===== src/sv/lsd_radix_sort_base10_defines.svh =====
// assertion macros shared by the radix sort block
`ifndef LSD_RADIX_SORT_BASE10_DEFINES_SVH
`define LSD_RADIX_SORT_BASE10_DEFINES_SVH

// consequent must hold in the same cycle as the antecedent
`define LSD_ASSERT_SAME(label, clk, rst_n, ante, cons, msg) \
    label: assert property (@(posedge clk) disable iff (!rst_n) (ante) |-> (cons)) \
        else $error(msg);

// consequent must hold in the cycle after the antecedent
`define LSD_ASSERT_NEXT(label, clk, rst_n, ante, cons, msg) \
    label: assert property (@(posedge clk) disable iff (!rst_n) (ante) |=> (cons)) \
        else $error(msg);

`endif


===== src/sv/lsd_rs_ram.sv =====
// generic simple dual-port ram with registered read data
module lsd_rs_ram #(
    parameter int WIDTH = 8,
    parameter int DEPTH = 16
) (
    input  logic                     i_clk,
    input  logic                     i_we,
    input  logic [$clog2(DEPTH)-1:0] i_waddr,
    input  logic [WIDTH-1:0]         i_wdata,
    input  logic [$clog2(DEPTH)-1:0] i_raddr,
    output logic [WIDTH-1:0]         o_rdata
);
    logic [WIDTH-1:0] r_mem [DEPTH];
    logic [WIDTH-1:0] r_rdata;

    always_ff @(posedge i_clk) begin
        if (i_we) begin
            r_mem[i_waddr] <= i_wdata;
        end
        r_rdata <= r_mem[i_raddr];
    end

    assign o_rdata = r_rdata;
endmodule


===== config.mk =====
export PLATFORM = sky130hd
export DESIGN_NAME = lsd_rs_ram
export DESIGN_NICKNAME = d
export VERILOG_FILES = /design/src/sv/lsd_radix_sort_base10_defines.svh /design/src/sv/lsd_rs_ram.sv
export SDC_FILE = /design/constraint.sdc
export NUM_CORES = 1
export LEC_CHECK = 0
export ABC_AREA = 1
export BUFFER_PORTS_ARGS = -buffer_cell sky130_fd_sc_hd__buf_2
export CAP_MARGIN = 20
export CORE_UTILIZATION = 45
export CTS_BUF_LIST = sky130_fd_sc_hd__clkbuf_4 sky130_fd_sc_hd__clkbuf_8
export DETAILED_ROUTE_END_ITERATION = 6
export PLACE_DENSITY_LB_ADDON = 0.08
export SETUP_SLACK_MARGIN = 0.2
export SYNTH_ARGS = -nofsm -noshare
export SYNTH_HDL_FRONTEND = slang
export SYNTH_SLANG_ARGS = --single-unit

===== constraint.sdc =====
create_clock -name i_clk -period 1.5 [get_ports i_clk]
set_input_delay 0.225 -clock i_clk [delete_from_list [all_inputs] [get_ports i_clk]]
set_output_delay 0.225 -clock i_clk [all_outputs]
set_load 0.02 [all_outputs]

==> out/results.txt, run 1 <==
The number of buffers inserted during clock tree synthesis was 17; the clock period minus final worst setup slack was 1.17 ns. For the pin with the worst max-slew slack, the measured transition is 0.447 ns. Routability-driven placement finished with a final weighted congestion of 0.797. The slowest stage of the critical path is the sky130_fd_sc_hd__dfxtp_1 cell. The run gives 21.4% as the total routing resource utilization after global routing.

The logs give 0 for the total DRC errors in the routed layout and 0 for the number of warning messages in the yosys log. Cells with a size suffix above 1 make up 14.4% of the layout. Number of buffers inserted by port buffering: 25. The die extent in y is 115 um, and the instance count of the mapped netlist is 551. Class of the most critical hold timing path: primary input to flip-flop. Number of different library cells in the post-synthesis netlist: 12. The run gives 0 as the number of hold-slack violations in the final timing report. The number of violations reported at the end of detailed-routing iteration 0 was 260. The core region is 12300 sq um. The mapped netlist covers 5770 sq um.

The clock drives 136 sinks. The run gives 19.8 mm as the first-pass GRT wire length. Across the run, the number of max-cap violations was 0. Once routing completed, OpenROAD measured the worst setup slack at 0.327 ns. The tools report the required time of the critical path as 1.27 ns. The signal on the critical path passes through buf_2. The worst setup path is launched from a flip-flop. Area share of the leading cell type in the synthesized netlist: 66.7%. Dividing the detail-routed via count by the number of cells gives 4.75. sky130_fd_sc_hd__edfxtp_1 takes more of the synthesized area than any other cell. Relative to the synthesized area, the layout overhead comes to 13.9%. The peak fanout along the critical path works out to 1. Setup repair after global routing left no endpoint under its margin. The tools report the part of the Yosys area used for sequential elements as 69.4%. The number of nets handed over by synthesis was 569. In this run the number of H-tree levels came out at 4.

The total count of max-transition violations in the final report is 0, and the power density of the placed cells is 1160 nW/um^2. In the layout the commonest cells are 173 x sky130_fd_sc_hd__nand2_1, 128 x sky130_fd_sc_hd__edfxtp_1, 100 x sky130_fd_sc_hd__inv_1. The antenna violation net count after detailed routing was 0. The run finished with clean final reports. In the final routed layout, each cell accounts on average for 16.4 um. The number of gates resized after CTS was 0.

The post-route clock skew is 0.00560 ns, and the number of flip-flops and latches in the synthesized netlist is 136. Maximum clock frequency: 853 MHz. The run gives 0.160 ns as the worst hold-check slack.

The floorplan step set the die width to 115 um. No sink is reached through more buffers than the 2 on the longest clock path. For this block, the routed nets add up to 12.8 mm of wire.

Setup violations remaining at the end of the flow were counted as 0. Entering global routing, the biggest net connects 63 pins. TritonCTS built the clock tree. The kind of end point of the critical path is a primary output. The die covers 13300 sq um. Buffers inserted to repair hold after CTS numbered 0. The HPWL after detailed placement is 8.24 mm. The arrival time at the worst endpoint is 0.95 ns, and the number of global-route vias before repair is 3536. In the final timing run, aggregate negative setup slack is 0 ns.

The cell family contributing the most delay on the critical path was flip-flops. The number of buffers added for setup after CTS is 0. Clock-pin slew was measured on the worst setup and hold paths at 0.07 ns.

Leaving out fill and tap cells, the most frequent cell in the layout is sky130_fd_sc_hd__nand2_1. The logs give 0 for the count of antenna diodes in the layout and 26 for the number of placed I/O pins. The initial standard-cell utilization of the core is 47.0%. After the last flow step, the layout net total stands at 618. At the later pin of the worst-skew pair, clock insertion delay measures 0.43 ns. For this run, the detailed router's first-pass iteration total came to 4. The final clock period utilization by the worst path was 78.2%. The category of the most critical setup path is flip-flop to primary output. Summed over all layers, the global routing overflow is 0. Averaged over all synthesized cells, the footprint is 10.5 sq um.

The via count of the routed design was 3706. In the post-synthesis netlist, the biggest area contributors are sky130_fd_sc_hd__edfxtp_1 67%, sky130_fd_sc_hd__nand2_1 11%, sky130_fd_sc_hd__nand3_1 8.4%, sky130_fd_sc_hd__inv_1 6.5%, sky130_fd_sc_hd__dfxtp_1 2.8%. The run gives 0.151 ns as the pre-CTS setup slack. In this run the tightest slew margin relative to its limit is 70.2%.

On the worst path, the slowest cell contributes a delay of 0.34 ns. For this design the static power due to leakage is 2.89 nW. The worst path buffer plus inverter count is 1. The tree is rooted in a sky130_fd_sc_hd__clkbuf_8. The number of antenna violations at the first check in global routing was 0. Peak supply drop: 0.000571 V. The placement row count is 40.
## area by class of cell
class,instances,area (sq um)
clock buffers,30,369
fillers,1115,5690
repair buffers,54,380
clock inverters,2,10.0
well taps,168,210
multi-input cells,289,1210
inverters,102,383
flip-flops and latches,136,4000
## worst paths after layout
| check | startpoint | cells after the start | slack, ns | to |
|---|---|---|---|---|
| setup / recovery | o_rdata[3] | 1 | 0.33 | o_rdata[3] |
| hold / removal | i_raddr[3] | 3 | 0.16 | o_rdata[7] |
| setup reg to reg | r_mem[1][7] | 6 | 0.47 | o_rdata[7] |
| hold reg to reg | r_mem[12][2] | 6 | 0.66 | o_rdata[2] |
## stage by stage
stage	std cells	util, %	power [mW]	instance area, sq um
2_1_floorplan	551	-	4.68	5770
3_3_place_gp	749	50.5	4.90	6190
3_5_place_dp	749	50.5	4.91	6190
4_1_cts	781	53.6	7.68	6570
5_1_grt	781	53.6	7.90	6570
6_report	781	53.6	7.60	6570
## power breakdown
part           switching [mW]  leakage (nW)  internal (mW)
sequential             0.0236          1.22           4.25
combinational           0.379          1.46          0.167
clock                    1.25         0.205           1.54
## logic make-up after synthesis
| family | Yosys count | synth area share, % |
|---|---|---|
| and+or+nand+nor | 289 | 21.0 |
| DFF | 136 | 69.4 |
| buffers and inverters | 126 | 9.52 |
## metal layers
metal | vias to the layer above | routed length [um] | GRT usage [%]
li1 | 1869 | - | -
met1 | 1738 | 5910 | 30.5
met2 | 86 | 5890 | 31.5
met3 | 13 | 787 | 4.59
met4 | 0 | 193 | 9.70
met5 | - | 0 | 0
## synth_stat cells, drive strengths merged
library cell and instances:
buf 24, inv 102, nand3 97, nand3b 2, edfxtp 128, dfxtp 8, nor2 17, nand2 173
## state kept, by name, indices dropped and copies added (netlist names)
signal   flops
o_rdata      8
r_mem      128
No activity file was read; power rests on OpenSTA's default activity.
==> inputs of run 2 (changes only) <==
--- a/config.mk
+++ b/config.mk
@@ -5,7 +5,7 @@
 export SDC_FILE = /design/constraint.sdc
 export NUM_CORES = 1
 export LEC_CHECK = 0
-export ABC_AREA = 1
+export ABC_AREA = 0
 export BUFFER_PORTS_ARGS = -buffer_cell sky130_fd_sc_hd__buf_2
 export CAP_MARGIN = 20
 export CORE_UTILIZATION = 45
==> constraint.sdc (replaced) <==
create_clock -name i_clk -period 1.2 [get_ports i_clk]
set_input_delay 0.18 -clock i_clk [delete_from_list [all_inputs] [get_ports i_clk]]
set_output_delay 0.18 -clock i_clk [all_outputs]
set_load 0.02 [all_outputs]
==> run 2 against run 1 <==
  * The run now ends with setup timing left
  * Sequential power increased by 25%
  * Non-clock buffer count increased by 6
  * Routed wire length decreased by 24%
  * First-iteration DRC count decreased by 41%
  * Utilization increased by 5.4 points
  * Count of clock-buffer cells in the layout decreased by 12
  * Sequential cell count unchanged
  * Die area decreased by 11%
  * Via count decreased by 34%
  * Critical path depth increased by 2
  * Critical endpoint is now o_rdata[3]
  * Largest cell class unchanged
  * Largest power group unchanged
==> out/results.txt, run 2 <==
The flow ran to the end, but the final reports show violations. The checks that failed: setup timing. The tools report the placement row count as 38 (-5.0%).

The worst-case headroom to the max-slew limit was 33.2% (-37 points); the count of antenna diodes in the layout was 0 (unchanged). The peak fanout along the critical path was 1 (unchanged); the part of the Yosys area used for sequential elements was 77.8% (+8.4 points). The total routing resource utilization after global routing is 18.7% (-2.7 points). The total number of clock tree sinks is 136 (unchanged). Dominant register cell in the synthesized netlist: sky130_fd_sc_hd__edfxtp_1. The pre-CTS setup slack is -0.432 ns (-0.583 ns). The commonest cells after synthesis are 128 x sky130_fd_sc_hd__edfxtp_1, 18 x sky130_fd_sc_hd__mux4_2, 16 x sky130_fd_sc_hd__a22oi_1.

Kind of end point of the critical path: a flip-flop. Mean post-synth cell area: 22.5 sq um (+110%). Arrival time at the worst endpoint: 1.57 ns (+0.62 ns). The logs give 4 (unchanged) for the number of search-and-repair iterations in the first detailed-routing pass and 154 (-41%) for the number of violations reported at the end of detailed-routing iteration 0. Setup repair after global routing could not meet its margin everywhere. The endpoint identified for the worst register-to-register timing path is o_rdata[3]. The number of flip-flops under the largest register name was 128 (unchanged); the number of different library cells in the post-synthesis netlist was 19 (+7). TritonCTS built the clock tree.

The min-delay analysis places its worst path in the category primary input to flip-flop. The run gives 1.51 ns (+0.24 ns) as the required time of the critical path. The run gives 11900 sq um (-11%) as the area of the die. The overall power was 10.2 mW (+34%); the post-synthesis to final-layout area growth was 25.9%. Ranked by total cell area, the synthesized netlist is headed by sky130_fd_sc_hd__edfxtp_1 75%, sky130_fd_sc_hd__mux4_2 7.9%, sky130_fd_sc_hd__mux4_1 7.1%, sky130_fd_sc_hd__dfxtp_1 3.1%, sky130_fd_sc_hd__a22oi_1 2.3%. The number of warning messages in the yosys log was 0 (unchanged).

The final setup TNS was -0.228 ns (-0.228 ns). The first-pass GRT wire length was 14.9 mm (-25%); the routed wire length per instance was 21.7 um (+32%). Total cell area at the placement stage: 5930 sq um (-4.2%). The critical path is of the flip-flop to flip-flop type. The logs give 6480 sq um (-1.4%) for the final non-filler cell area and 247 (-57%) for the post-synthesis net count. The run gives 229 (-58%) as the instance count of the mapped netlist. Clock edge transition at the registers on the reported setup and hold paths: 0.08 ns (about the same). Number of placed I/O pins: 26 (unchanged). The tools report the hold-critical path endpoint as r_mem[0][3]. The area of the placeable core is 11000 sq um (-10%).

The tools report the post-route clock skew as 0.0103 ns (+0.00472 ns). The run gives 2 (unchanged) as the worst-case clock buffer depth. The combined area of all synthesized cells is 5150 sq um (-11%).

The number of flip-flops and latches in the synthesized netlist works out to 136 (unchanged). The number of buffers inserted by port buffering is 25 (unchanged), and the peak supply drop is 0.000969 V (+70%). The tools report the number of global-route vias before repair as 2610 (-26%). The instance count along the most critical hold path was 1 (-2); the final clock period utilization by the worst path was 105%.

The number of levels in the clock H-tree is 4 (unchanged), and the static power due to leakage is 2.12 nW (-27%). The logs give 6.22 mm (-25%) for the post-detailed-placement half-perimeter wirelength and 23 (-63%) for the largest net degree at the start of global routing. The logs give 0 (unchanged) for the number of hold-slack violations in the final timing report and 46.9% (-0.16 points) for the initial standard-cell utilization of the core.

The run gives 0 (unchanged) as the number of buffers added for setup after CTS. Clock tree synthesis selected as its root buffer the cell sky130_fd_sc_hd__clkbuf_8. The cell count of the worst reg-to-reg path is 3 (-3), and the final worst slack is -0.0565 ns (-0.384 ns). The tools report the number of buffers inserted during clock tree synthesis as 17 (unchanged). The power density of the placed cells is 1570 nW/um^2 (+36%), and the maximum clock frequency is 796 MHz.

The die extent in y came out at 109 um (-5.4%). The insertion delay to the later sink of the worst-skew pair was 0.43 ns (about the same); the total DRC errors in the routed layout was 0 (unchanged). The tools report the total count of max-transition violations in the final report as 0 (unchanged). The async set or reset register ratio after synthesis is 0% (unchanged). The worst hold path begins at i_wdata[3]. Launch point of the worst reg-to-reg path: r_mem[0][3]. In the layout the commonest cells are 128 x sky130_fd_sc_hd__edfxtp_1, 32 x sky130_fd_sc_hd__mux4_2, 19 x sky130_fd_sc_hd__buf_12. Count of flip-flops with a built-in enable after synthesis: 128 (unchanged). The register name with the most flops is r_mem. The weighted congestion reported at the end of routability-driven placement is 0.680 (-15%), and the number of maximum-capacitance constraint violations is 0 (unchanged). The total wire length is 9.77 mm (-24%), and the antenna violation net count after detailed routing is 0 (unchanged).

Commonest non-fill, non-tap cell in the layout: sky130_fd_sc_hd__edfxtp_1. The run gives 0 (unchanged) as the remaining global-route overflow. The leading area contributor after synthesis is sky130_fd_sc_hd__edfxtp_1. The via density per instance was 5.41 (+14%); the via count of the routed design was 2440 (-34%). The clock period minus final worst setup slack is 1.26 ns, and the measured slew at the worst slew-check pin is 1.00 ns (+0.553 ns).

The number of antenna violations at the first check in global routing was 0 (unchanged); the final setup violation count was 8 (+8). The cell with the most instances after synthesis is sky130_fd_sc_hd__edfxtp_1. The area share of the leading cell type in the synthesized netlist was 74.7% (+8.0 points). The register-to-register setup slack was -0.06 ns (-0.53 ns); the die extent in x was 109 um (-5.4%). The tools report the sort of element at the start of the critical path as a flip-flop. The tools report the total number of nets in the final design as 316 (-49%). The layout cell share with drive strength beyond 1 is 50.2% (+36 points).
[run 2: cell count changes after synthesis, moves of 10 or more]
| cell | change |
|---|---|
| sky130_fd_sc_hd__buf_2 | -10 |
| sky130_fd_sc_hd__mux4_1 | +14 |
| sky130_fd_sc_hd__a22oi_1 | +16 |
| sky130_fd_sc_hd__mux4_2 | +18 |
| sky130_fd_sc_hd__nand2_1 | -164 |
| sky130_fd_sc_hd__inv_1 | -100 |
| sky130_fd_sc_hd__nand3_1 | -96 |
[run 2: final cells by class]
class                           count  area (sq um)
Clock buffer                       18           241
Tap cell                          140           175
Sequential cell                   136          4010
Timing Repair Buffer               60           672
Multi-Input combinational cell     83          1170
Clock inverter                     14           205
Fill cell                         796          4500
[run 2: worst max-delay path, stage by stage (launching register included)]
cell	delay [ns]
sky130_fd_sc_hd__edfxtp_1	0.38
sky130_fd_sc_hd__mux4_2	0.49
sky130_fd_sc_hd__a22oi_2	0.21
sky130_fd_sc_hd__nand2_1	0.07
[run 2: where the power goes]
group          switching (mW)  leakage [nW]  total [mW]  internal (mW)
combinational           0.361         0.685       0.692          0.331
sequential             0.0369          1.22        5.35           5.31
clock                    1.68         0.211        4.16           2.47
[run 2: timing repair]
action | 4_1_cts | 5_1_grt
resized for setup | 28 | 5
hold buffers | 0 | 0
endpoints found under the setup margin | 16 | 16
pin swaps | 0 | 5
[run 2: how the worst max path moves through the flow]
stage / start / end / slack, ns / cells past startpoint
floorplan: i_waddr[2] / r_mem[0][0] / -0.08 / 2
global placement: i_raddr[0] / o_rdata[5] / -0.44 / 6
detailed placement: i_raddr[0] / o_rdata[5] / -0.43 / 6
CTS: r_mem[1][3] / o_rdata[3] / -0.07 / 3
global route: r_mem[0][3] / o_rdata[3] / -0.12 / 3
finish: r_mem[0][3] / o_rdata[3] / -0.06 / 3
[run 2: cell families after synthesis]
family | Yosys count | share of synthesized area [%]
mux | 32 | 15.0
buf+inv | 10 | 1.68
compound gates | 16 | 2.33
simple gates | 35 | 3.18
flops | 136 | 77.8
[run 2: through the flow]
step	utilization (%)	std cells	hold WS, ns
6_report	59.0	451	0.137
3_3_place_gp	54.0	419	0.575
5_1_grt	59.0	451	0.119
3_5_place_dp	54.0	419	0.587
4_1_cts	58.8	451	0.123
2_1_floorplan	-	229	0.279
[run 2: layer usage]
metal  routed length [um]  share of wire, %  track usage (%)
met2                 4930                51             29.7
met5                    0                 0                0
met1                 4310                44             24.6
met3                  414               4.2             5.26
met4                  109               1.1             6.95
